$ cat src/rtl/oat_pkg.sv
// ----------------------------------------------------------------------------
// oat_pkg: shared types and codes for the ordered array table
// Request and response payloads, operation and status codes, cell control
// and sequencer states.
// ----------------------------------------------------------------------------
`default_nettype none

package oat_pkg;

	localparam int DATA_W    = 32;
	localparam int OP_W      = 4;
	localparam int IDX_W     = 7;
	localparam int STAT_W    = 2;
	localparam int POS_W     = 6;
	localparam int CNT_W     = 7;
	localparam int DEPTH_DEF = 64;

	// operation codes
	localparam logic [OP_W-1:0] OP_CREATE  = 4'd0;
	localparam logic [OP_W-1:0] OP_INSERT  = 4'd1;
	localparam logic [OP_W-1:0] OP_PUSH    = 4'd2;
	localparam logic [OP_W-1:0] OP_PREPEND = 4'd3;
	localparam logic [OP_W-1:0] OP_DELETE  = 4'd4;
	localparam logic [OP_W-1:0] OP_READ    = 4'd5;
	localparam logic [OP_W-1:0] OP_FIND    = 4'd6;
	localparam logic [OP_W-1:0] OP_REMOVE  = 4'd7;
	localparam logic [OP_W-1:0] OP_POP     = 4'd8;

	// status codes
	localparam logic [STAT_W-1:0] STAT_OK    = 2'd0;
	localparam logic [STAT_W-1:0] STAT_RANGE = 2'd1;
	localparam logic [STAT_W-1:0] STAT_FULL  = 2'd2;
	localparam logic [STAT_W-1:0] STAT_EMPTY = 2'd3;

	typedef struct packed {
		logic [OP_W-1:0]          operation;
		logic [IDX_W-1:0]         index;
		logic signed [DATA_W-1:0] value;
	} req_t;

	typedef struct packed {
		logic [STAT_W-1:0]        status;
		logic signed [DATA_W-1:0] data;
		logic                     found;
		logic [POS_W-1:0]         position;
		logic [CNT_W-1:0]         count;
		logic                     empty_res;
	} rsp_t;

	// per-cycle command broadcast to every cell
	typedef struct packed {
		logic shift;  // cells below sel take their right neighbor
		logic push;   // cell at sel takes wdata
		logic clr;    // cells below sel are zeroed
	} cell_ctrl_t;

	typedef enum logic [1:0] {
		S_IDLE,
		S_RUN,
		S_FIN
	} st_t;

endpackage

`default_nettype wire

$ cat src/rtl/ordered_array_table_unit.sv
// ----------------------------------------------------------------------------
// ordered_array_table_unit: ordered table of signed 32-bit words
// Chain of DEPTH entry cells with a request sequencer and a response register.
// ----------------------------------------------------------------------------
// The table holds up to DEPTH words in a chain of cells that works as a queue:
// cell 0 is the head, and every pass moves the held entries one by one past
// it, sending kept words to the back, dropping removed ones and adding the
// inserted word at its place, so order is kept. A request with a pass
// (insert, push, prepend, delete, read, find, remove all, pop) rotates the
// chain through its head cell one entry per cycle, with one extra step for
// the added word in the three insert kinds; create, unknown codes and
// rejected requests make no pass.
// One request is in work at a time; a new request is taken while the last
// response still waits in the output register. Errors leave the table as it
// was and report a status code.
`default_nettype none

module ordered_array_table_unit #(
	parameter int DEPTH = oat_pkg::DEPTH_DEF
) (
	input  wire logic          clk,
	input  wire logic          arst_n,
	input  wire logic          req_valid,
	output logic               req_ready,
	input  wire oat_pkg::req_t req,
	output logic               rsp_valid,
	input  wire logic          rsp_ready,
	output oat_pkg::rsp_t      rsp
);
	import oat_pkg::*;

	localparam int CW = $clog2(DEPTH + 1);

	cell_ctrl_t               ctrl;
	logic [CW-1:0]            sel;
	logic signed [DATA_W-1:0] wdata;
	logic signed [DATA_W-1:0] cell_val [DEPTH];

	// sequencer
	oat_ctrl #(
		.DEPTH (DEPTH),
		.CW    (CW)
	) u_ctrl (
		.clk       (clk),
		.arst_n    (arst_n),
		.req_valid (req_valid),
		.req_ready (req_ready),
		.req       (req),
		.rsp_valid (rsp_valid),
		.rsp_ready (rsp_ready),
		.rsp       (rsp),
		.head      (cell_val[0]),
		.ctrl      (ctrl),
		.sel       (sel),
		.wdata     (wdata)
	);

	// cell chain, each cell fed by its right neighbor
	for (genvar g = 0; g < DEPTH; g++) begin : g_cell
		logic signed [DATA_W-1:0] right_val;
		if (g == DEPTH - 1) begin : g_last
			assign right_val = '0;
		end else begin : g_mid
			assign right_val = cell_val[g+1];
		end
		oat_cell #(
			.IDX (g),
			.CW  (CW)
		) u_cell (
			.clk   (clk),
			.ctrl  (ctrl),
			.sel   (sel),
			.wdata (wdata),
			.right (right_val),
			.value (cell_val[g])
		);
	end

	// checks on the response contents
	a_count_bound: assert property (@(posedge clk) disable iff (!arst_n)
		rsp_valid |-> (32'(rsp.count) <= DEPTH))
		else $error("response count above capacity");

	a_empty_flag: assert property (@(posedge clk) disable iff (!arst_n)
		rsp_valid |-> (rsp.empty_res == (rsp.count == '0)))
		else $error("empty flag disagrees with count");

	a_err_data: assert property (@(posedge clk) disable iff (!arst_n)
		(rsp_valid && (rsp.status != STAT_OK)) |-> (rsp.data == '0 && !rsp.found))
		else $error("error response carries data");

	a_pos_found: assert property (@(posedge clk) disable iff (!arst_n)
		(rsp_valid && !rsp.found) |-> (rsp.position == '0))
		else $error("position set without a match");

endmodule

`default_nettype wire

$ cat src/rtl/oat_cell.sv
// ----------------------------------------------------------------------------
// oat_cell: one storage cell of the table chain
// Holds one entry; shifts from its right neighbor, loads the write word or
// clears, as the broadcast command and its own position decide.
// ----------------------------------------------------------------------------
`default_nettype none

module oat_cell #(
	parameter int IDX = 0,
	parameter int CW  = 7
) (
	input  wire logic                             clk,
	input  wire oat_pkg::cell_ctrl_t              ctrl,
	input  wire logic [CW-1:0]                    sel,
	input  wire logic signed [oat_pkg::DATA_W-1:0] wdata,
	input  wire logic signed [oat_pkg::DATA_W-1:0] right,
	output logic signed [oat_pkg::DATA_W-1:0]     value
);
	import oat_pkg::*;

	localparam logic [CW-1:0] MY_POS = CW'(IDX);

	logic signed [DATA_W-1:0] value_q;

	// entry register: payload only, no reset
	always_ff @(posedge clk) begin
		if (ctrl.clr) begin
			if (MY_POS < sel) value_q <= '0;
		end else if (ctrl.push && (MY_POS == sel)) begin
			value_q <= wdata;
		end else if (ctrl.shift && (MY_POS < sel)) begin
			value_q <= right;
		end
	end

	assign value = value_q;

endmodule

`default_nettype wire

$ cat src/rtl/oat_ctrl.sv
// ----------------------------------------------------------------------------
// oat_ctrl: request sequencer of the ordered array table
// Checks each request, then walks the stored entries past the head cell,
// rotating, dropping or adding words, and builds the response.
// ----------------------------------------------------------------------------
`default_nettype none

module oat_ctrl #(
	parameter int DEPTH = oat_pkg::DEPTH_DEF,
	parameter int CW    = $clog2(DEPTH + 1)
) (
	input  wire logic                              clk,
	input  wire logic                              arst_n,
	input  wire logic                              req_valid,
	output logic                                   req_ready,
	input  wire oat_pkg::req_t                     req,
	output logic                                   rsp_valid,
	input  wire logic                              rsp_ready,
	output oat_pkg::rsp_t                          rsp,
	input  wire logic signed [oat_pkg::DATA_W-1:0] head,
	output oat_pkg::cell_ctrl_t                    ctrl,
	output logic [CW-1:0]                          sel,
	output logic signed [oat_pkg::DATA_W-1:0]      wdata
);
	import oat_pkg::*;

	localparam int XW = (CW > IDX_W) ? CW : IDX_W;

	st_t state_q, state_d;

	logic                     rsp_valid_q;
	rsp_t                     rsp_q;
	logic [OP_W-1:0]          op_q;
	logic signed [DATA_W-1:0] key_q;
	logic [CW-1:0]            pos_q, j_q, n0_q, len_q, fpos_q;
	logic                     ins_q;
	logic [STAT_W-1:0]        stat_q;
	logic signed [DATA_W-1:0] data_q;
	logic                     found_q;

	logic              acc, load_rsp;
	logic [XW-1:0]     idx_x, len_x, dep_x;
	logic              go_run, do_clr;
	logic [STAT_W-1:0] err;
	logic [CW-1:0]     spos;
	logic              is_ins, shift, push, add, step, done, cap_data, cap_find;
	logic signed [DATA_W-1:0] wd;

	assign idx_x = XW'(req.index);
	assign len_x = XW'(len_q);
	assign dep_x = XW'(DEPTH);

	// request check at accept
	always_comb begin
		go_run = 1'b0;
		do_clr = 1'b0;
		err    = STAT_OK;
		spos   = '0;
		case (req.operation)
			OP_CREATE: begin
				if (idx_x > dep_x) err = STAT_RANGE;
				else do_clr = 1'b1;
			end
			OP_INSERT: begin
				if (idx_x > len_x) err = STAT_RANGE;
				else if (len_x >= dep_x) err = STAT_FULL;
				else begin
					go_run = 1'b1;
					spos   = CW'(idx_x);
				end
			end
			OP_PUSH: begin
				if (len_x >= dep_x) err = STAT_FULL;
				else begin
					go_run = 1'b1;
					spos   = len_q;
				end
			end
			OP_PREPEND: begin
				if (len_x >= dep_x) err = STAT_FULL;
				else go_run = 1'b1;
			end
			OP_DELETE, OP_READ: begin
				if (idx_x >= len_x) err = STAT_RANGE;
				else begin
					go_run = 1'b1;
					spos   = CW'(idx_x);
				end
			end
			OP_FIND, OP_REMOVE: go_run = 1'b1;
			OP_POP: begin
				if (len_q == '0) err = STAT_EMPTY;
				else go_run = 1'b1;
			end
			default: ;
		endcase
	end

	// pass step: rotate or drop the word at the head of the chain, or add one word at the back
	always_comb begin
		is_ins   = (op_q inside {OP_INSERT, OP_PUSH, OP_PREPEND});
		shift    = 1'b0;
		push     = 1'b0;
		wd       = head;
		add      = 1'b0;
		step     = 1'b0;
		done     = 1'b0;
		cap_data = 1'b0;
		cap_find = 1'b0;
		if (state_q == S_RUN) begin
			if (is_ins && !ins_q && (j_q == pos_q)) begin
				push = 1'b1;
				wd   = key_q;
				add  = 1'b1;
			end else if (j_q < n0_q) begin
				step  = 1'b1;
				shift = 1'b1;
				push  = 1'b1;
				case (op_q)
					OP_DELETE: push = (j_q != pos_q);
					OP_REMOVE: push = (head != key_q);
					OP_POP: begin
						push     = (j_q != (n0_q - CW'(1)));
						cap_data = !push;
					end
					OP_READ: cap_data = (j_q == pos_q);
					OP_FIND: cap_find = !found_q && (head == key_q);
					default: ;
				endcase
			end else begin
				done = 1'b1;
			end
		end
	end

	// next state
	always_comb begin
		state_d = state_q;
		case (state_q)
			S_IDLE: if (req_valid) state_d = go_run ? S_RUN : S_FIN;
			S_RUN:  if (done) state_d = S_FIN;
			S_FIN:  if (!rsp_valid_q || rsp_ready) state_d = S_IDLE;
			default: state_d = S_IDLE;
		endcase
	end

	// outputs
	always_comb begin
		req_ready  = (state_q == S_IDLE);
		acc        = req_ready && req_valid;
		load_rsp   = (state_q == S_FIN) && (!rsp_valid_q || rsp_ready);
		ctrl.clr   = acc && do_clr;
		ctrl.shift = shift;
		ctrl.push  = push;
		wdata      = wd;
		if (ctrl.clr) sel = CW'(idx_x);
		else if (shift) sel = len_q - CW'(1);
		else sel = len_q;
	end

	// control state
	always_ff @(posedge clk or negedge arst_n) begin
		if (!arst_n) begin
			state_q     <= S_IDLE;
			len_q       <= '0;
			j_q         <= '0;
			ins_q       <= 1'b0;
			rsp_valid_q <= 1'b0;
		end else begin
			state_q <= state_d;
			if (acc) begin
				j_q   <= '0;
				ins_q <= 1'b0;
				if (ctrl.clr) len_q <= CW'(idx_x);
			end else if (state_q == S_RUN) begin
				if (add) ins_q <= 1'b1;
				if (step) j_q <= j_q + CW'(1);
				len_q <= len_q - CW'(shift) + CW'(push);
			end
			if (load_rsp) rsp_valid_q <= 1'b1;
			else if (rsp_ready) rsp_valid_q <= 1'b0;
		end
	end

	// request fields and response build-up
	always_ff @(posedge clk) begin
		if (acc) begin
			op_q    <= req.operation;
			key_q   <= req.value;
			pos_q   <= spos;
			n0_q    <= len_q;
			stat_q  <= err;
			data_q  <= '0;
			found_q <= 1'b0;
			fpos_q  <= '0;
		end else if (state_q == S_RUN) begin
			if (cap_data) data_q <= head;
			if (cap_find) begin
				found_q <= 1'b1;
				fpos_q  <= j_q;
			end
		end
		if (load_rsp) begin
			rsp_q.status    <= stat_q;
			rsp_q.data      <= data_q;
			rsp_q.found     <= found_q;
			rsp_q.position  <= POS_W'(fpos_q);
			rsp_q.count     <= CNT_W'(len_q);
			rsp_q.empty_res <= (len_q == '0);
		end
	end

	assign rsp_valid = rsp_valid_q;
	assign rsp       = rsp_q;

endmodule

`default_nettype wire
$ cat config.mk
export PLATFORM = sky130hd
export DESIGN_NAME = ordered_array_table_unit
export DESIGN_NICKNAME = d
export VERILOG_FILES = /design/src/rtl/oat_pkg.sv /design/src/rtl/ordered_array_table_unit.sv /design/src/rtl/oat_cell.sv /design/src/rtl/oat_ctrl.sv
export SDC_FILE = /design/constraint.sdc
export NUM_CORES = 2
export LEC_CHECK = 0
export ABC_AREA = 1
export BUFFER_PORTS_ARGS = -buffer_cell sky130_fd_sc_hd__buf_2
export CELL_PAD_IN_SITES_DETAIL_PLACEMENT = 1
export CELL_PAD_IN_SITES_GLOBAL_PLACEMENT = 1
export CORE_MARGIN = 5
export CORE_UTILIZATION = 45
export DETAILED_ROUTE_END_ITERATION = 10
export PLACE_DENSITY = 0.76
export SLEW_MARGIN = 20
export SYNTH_ARGS = -nofsm -noshare
export SYNTH_HDL_FRONTEND = slang
export SYNTH_SLANG_ARGS = --single-unit
$ cat constraint.sdc
create_clock -name clk -period 12.3 [get_ports clk]
set_input_delay 1.23 -clock clk [delete_from_list [all_inputs] [get_ports clk]]
set_output_delay 1.23 -clock clk [all_outputs]
set_load 0.05 [all_outputs]
# After elaboration in Yosys (flattened, before gate mapping)
# Index checks and enable logic that the tools add are counted.
[op_classes] muxes=314 n_lt_le_gt_ge=69 eq_ne=154 addsub=5 reduce_logical=285
[op_table] operator="$mux 32" n=258
[op_table] operator="$eq 6x7->1 const A" n=32
[op_table] operator="$lt 6x7->1 const A" n=32
[op_table] operator="$reduce_bool 3->1" n=65
[op_table] operator="$reduce_and 2->1" n=69
[op_table] operator="$logic_and 1x1->1" n=134
[op_table] operator="$ne 2x1->1 const B" n=66
[op_table] operator="$eq 5x7->1 const A" n=16
[op_table] operator="$lt 5x7->1 const A" n=16
[op_table] operator="$mux 7" n=12
[op_table] operator="$eq 4x7->1 const A" n=8
[op_table] operator="$lt 4x7->1 const A" n=8
[op_table] operator="$eq 32x32->1" n=1
[op_table] operator="$eq 4x3->1 const B" n=8
[op_table] operator="$ne 32x32->1" n=1
[op_table] operator="$mux 1" n=31
[op_table] operator="$eq 3x7->1 const A" n=4
[op_table] operator="$lt 3x7->1 const A" n=4
[op_table] operator="$pmux 7 s3" n=1
[op_table] operator="$eq 4x2->1 const B" n=4
[op_table] operator="$eq 2x7->1 const A" n=2
[op_table] operator="$logic_not 7->1" n=2
[op_table] operator="$lt 1x7->1 const A" n=2
[op_table] operator="$lt 2x7->1 const A" n=2
[op_table] operator="other kinds (30)" n=49
[word_totals] wordCells=910 input_bits=47 reg_bits=2206

# Depth between registers and ports, before layout
[logic_depth] ltp_word=13 mapped_depth=25

# Worst setup path before layout
# OpenSTA, ideal clock, no wires.
[synth_path] path_type="input port to flip-flop" startpoint="input port req[40] (netlist name)" endpoint="register g_cell[1].u_cell.value_q[0], enable pin" path_stages=16 setup_ns=0.466 arrival_ns=5.100 slack_ns=6.734 path_cell_list="nor2_1 -> inv_2 -> nor2_1 -> inv_2 -> nor2_1 -> nand2_1 -> buf_6 -> nor2_2 -> inv_2 -> nand2_1 -> buf_4 -> nor2_2 -> nand2_1 -> inv_1 -> buf_2 -> o21ai_0"
[synth_via] elab_chain_len=8
[synth_rtl] item="from (decl)" line_no="ordered_array_table_unit.sv:25" source="input wire oat_pkg::req_t req,"
[synth_rtl] item="$logic_not 4->1 *" line_no="oat_ctrl.sv:59" source="case (req.operation)"
[synth_rtl] item="$mux 1 *" line_no="oat_ctrl.sv:59"
[synth_rtl] item="$logic_and 1x1->1 *" line_no="oat_ctrl.sv:152" source="ctrl.clr = acc && do_clr;"
[synth_rtl] item="$mux 7" line_no="oat_ctrl.sv:156" source="if (ctrl.clr) sel = CW'(idx_x);"
[synth_rtl] item="$lt 1x7->1 or $eq 1x7->1 (tied branches)" line_no="oat_cell.sv:28, oat_cell.sv:31, oat_cell.sv:29"
[synth_rtl] item="$logic_and 1x1->1 (on tied branches)" line_no="oat_cell.sv:31, oat_cell.sv:29"
[synth_rtl] item="$reduce_bool 3->1 (no source line)"
[synth_rtl] item="$reduce_and 2->1 (no source line) *"
[synth_rtl] item="to (signal assigned)" line_no="oat_cell.sv:30" source="value_q <= wdata;"
[synth_rtl] item="to (signal assigned)" line_no="oat_cell.sv:32" source="value_q <= right;"
[synth_rtl] item="to (decl)" line_no="oat_cell.sv:23" source="logic signed [DATA_W-1:0] value_q;"
# Every way passes the cells marked *; elsewhere a longest branch is shown, timed or not.
# A chain may end at the register's enable or synchronous reset.

# Worst setup path in the final report
[layout_path] startpoint="input port req_valid" endpoint="register g_cell[61].u_cell.value_q[3], enable pin"
[layout_via] elab_chain_len=7
[layout_rtl] item="from (decl)" line_no="ordered_array_table_unit.sv:23" source="input wire logic req_valid,"
[layout_rtl] item="$logic_and 1x1->1 *" line_no="oat_ctrl.sv:150" source="acc = req_ready && req_valid;"
[layout_rtl] item="$logic_and 1x1->1 *" line_no="oat_ctrl.sv:152"
[layout_rtl] item="$mux 7" line_no="oat_ctrl.sv:156"
[layout_rtl] item="$lt 6x7->1 or $eq 6x7->1 (tied branches)" line_no="oat_cell.sv:28, oat_cell.sv:31, oat_cell.sv:29"
[layout_rtl] item="$logic_and 1x1->1 (on tied branches)" line_no="oat_cell.sv:31, oat_cell.sv:29"
[layout_rtl] item="$reduce_bool 3->1 (no source line)"
[layout_rtl] item="$reduce_and 2->1 (no source line) *"
[layout_rtl] item="to (signal assigned)" line_no="oat_cell.sv:30"
[layout_rtl] item="to (signal assigned)" line_no="oat_cell.sv:32"
[layout_rtl] item="to (decl)" line_no="oat_cell.sv:23"
# Marked as above.

==> out/metrics.yaml <==
run_status: "finished clean"
cts_max_level: 4
max_slew_margin_pct: 21.9
synthToLayoutAreaGrowth_pct: 9.53
holdCritPathClass: "in -> async"
power_frac_clock_pct: 27.9
finalCriticalPeriod_ns: 8.21
timing_max_transition_violations_final: 0
place_area_sq_um: 113000
netlist_instances: 12800
finalCoreUtilization_pct: 49.6
final_nets: 12400
hold_ws_ns: 0.317
die_width_um: 505
ctsHoldBuffers: 0
async_reset_ff_share_pct: 0.816
setup.worst_path.class: "in -> reg"
fin_tns_setup_ns: 0
post-dp-hpwl_um: 235000
ff2ff_path_depth: 21
clock_latency_at_the_later_pin_of_the_worst_skew_pair_ns: 0.88
worst-slew-pin-transition_ns: 1.17
post_cts.repair.setup_buffers: 0
cts.repair.resized: 0
startpoint_type: "primary input"
rsz0062_at_grt: "false"
p_comb_share_pct: 29.0
switching_share_pct: 38.1
floorplan.io_pins: 98
syn_nets: 12900
setup_viol: 0
synth_seq_area_share_pct: 59.5
critical_path_required_ns: 12.79
ir_worst_vdd_v: 0.000193
cts-root-buf: "clkbuf_16"
synth.top_cell.area_share_pct: 58.4
cts.clk_slew.worst_paths_ns: 0.06
power_density_nw_per_um2: 215
grt_max_degree: 241
rr_endpoint: "g_cell[61].u_cell.value[3]$_SDFFCE_PP0P_"
post_drt_via_cell_ratio: 5.86
post_synth.cell_area_avg_sq_um: 8.64
p_sw_mw: 9.88
setup.worst_path.end_class: "flip-flop"
grt_usage_pct: 30.0
cts_tree: "built"
hold_viol_final: 0
cp_arrival_ns: 8.71
r2r_start: "u_ctrl.state_q[1]$_DFFE_PN0P_"
power.internal_mw: 16.1
synth.most_common_cell: "nor2_1"
fmax_mhz: 122
drt_wl_total_um: 396000
detail_route.first_pass.iterations: 6
drive_gt1_share_pct: 7.23
period_share_pct: 66.8
synth_area_leaders: "edfxtp_1 58%, nor2_1 13%, nand2_1 9.8%"
grt_pass1_wl_um: 591000
clock_skew_ns: 0.0395
synth_warnings: 0
antenna_violations_before_repair: 17
synth.cells.most_frequent: "3696 x nor2_1, 2883 x nand2_1, 2149 x edfxtp_1"
drt-wirelength-per-cell_um: 25.2
synth-edff-count: 2149
drtAntennaViolNets: 0
synth.distinct_cells: 47
critPathMaxFanout: 73
power_mw: 25.9
drcViolationCount: 0
number_of_port_buffers: 97
drtIter0Drc: 10500
globalplace.congestion: 0.937
synthesis.area_sq_um: 110000
cts_buffers: 234
reg2reg_setup_slack_ns: 4.14
cellLeakagePower_nw: 53.9
initial_utilization_pct: 45.3
fp.dieArea_sq_um: 255000
cap_viol_max_count: 0
first_global_vias: 92000
cts_buffer_depth: 3
stdcell_area_sq_um: 121000
synth_largest_area_cell: "edfxtp_1"
synth_flop_cell: "edfxtp_1"
dr_total_vias: 91900
clock_sink_count: 2206
power.share.sequential_pct: 43.1
flop_and_latch_count_out_of_synthesis: 2206
core_region_area_sq_um: 244000
fillerInstances: 28000
grt_overflow_total: 0
std_cell_rows: 181
die_height_um: 505
-- critical path, cell delays in order --
cell	delay, ns
buf_2	0.10
inv_1	0.13
nor2_4	0.05
buf_4	0.41
inv_2	0.64
nor2_1	0.17
nand2_4	0.59
buf_4	0.64
nand2_1	0.58
nand2_1	0.18
nand2_1	0.11
nand2_4	0.19
nand2_1	0.23
nor2_4	0.79
buf_4	0.49
nand2_1	0.42
nor2_2	0.35
buf_4	0.45
inv_1	0.09
nand2_1	0.23
buf_4	0.42
-- worst max path at each step --
stage	slack, ns	startpoint	depth (start not counted)	end
2_1_floorplan	6.73	req[40]	16	g_cell[1].u_cell.value[0]$_SDFFCE_PP0P_
3_3_place_gp	3.90	req_valid	19	g_cell[41].u_cell.value[3]$_SDFFCE_PP0P_
3_5_place_dp	3.60	req_valid	19	g_cell[41].u_cell.value[22]$_SDFFCE_PP0P_
4_1_cts	4.49	u_ctrl.state_q[1]$_DFFE_PN0P_	21	g_cell[61].u_cell.value[3]$_SDFFCE_PP0P_
5_1_grt	3.96	u_ctrl.state_q[1]$_DFFE_PN0P_	21	g_cell[61].u_cell.value[24]$_SDFFCE_PP0P_
6_report	4.09	req_valid	21	g_cell[61].u_cell.value[3]$_SDFFCE_PP0P_
-- cell usage in the layout (no fill, tap or decap), types with 37 or more instances in the layout --
master,n
a21oi_1,328
o21ai_0,93
nor2_4,55
nor2_2,40
dfxtp_1,39
nor2_1,3656
nand3_1,1324
xnor2_1,37
clkinv_1,64
clkbuf_1,53
nand4_1,314
edfxtp_1,2149
buf_2,97
inv_1,542
buf_4,225
clkbuf_16,238
nand2_1,2881
-- sequential cells by signal, summed over array words and instances, names as in the netlist, 7 cells and up --
register	count
u_ctrl.j_q	7
u_ctrl.len_q	7
u_ctrl.key_q	32
u_ctrl.pos_q	7
g_cell.u_cell.value	2048
u_ctrl.rsp	49
u_ctrl.n0_q	7
u_ctrl.data_q	32
-- routing by layer --
layer | vias to the layer above | part of all wire [%] | routed length, um | global-route usage (%)
li1 | 40800 | - | - | -
met1 | 46100 | 41 | 161000 | 41.3
met2 | 4235 | 45 | 180000 | 47.1
met3 | 770 | 9.9 | 39400 | 6.55
met4 | 8 | 3.9 | 15400 | 10.7
met5 | - | 0.010 | 41 | 0
-- layout make-up --
type	instances	area, sq um	area share, %
Sequential cell	2206	65800	54.4
Multi-Input combinational cell	8925	38700	32.0
Clock buffer	299	6260	5.18
Tap cell	3202	4010	3.31
Timing Repair Buffer	347	2690	2.22
Inverter	566	2130	1.76
Clock inverter	140	1410	1.17
Antenna cell	7	17.5	0.0145
-- power by group through the flow --
stage	clock (mW)	combinational, mW	sequential (mW)
after CTS	7.29	7.32	11.2
after floorplan	0	4.12	11.3
after global routing	7.60	7.90	11.3
final	7.24	7.54	11.2
after detailed placement	0	7.26	11.3
after global placement	0	7.01	11.3
-- cells by family (layout without fill, tap and decap cells) --
logic type / Yosys count / count (layout) / synth area share, %
and+or+nand+nor: 8321 / 8321 / 30.8
DFF: 2206 / 2206 / 59.5
buffers and inverters: 1654 / 1352 / 6.33
AOI/OAI and AO/OA: 505 / 505 / 2.36
xor gates and xnor gates: 46 / 46 / 0.365
adders and majority gates: 32 / 32 / 0.369
muxes: 21 / 21 / 0.190
other: 0 / 7 / 0
-- stage by stage --
stage / std cells / worst slack, ns
finish: 15700 / 4.09
global route: 15700 / 3.96
CTS: 15700 / 4.49
detailed placement: 15200 / 3.60
global placement: 15200 / 3.90
floorplan: 12800 / 6.73
Power figures use the tool's default switching activity.
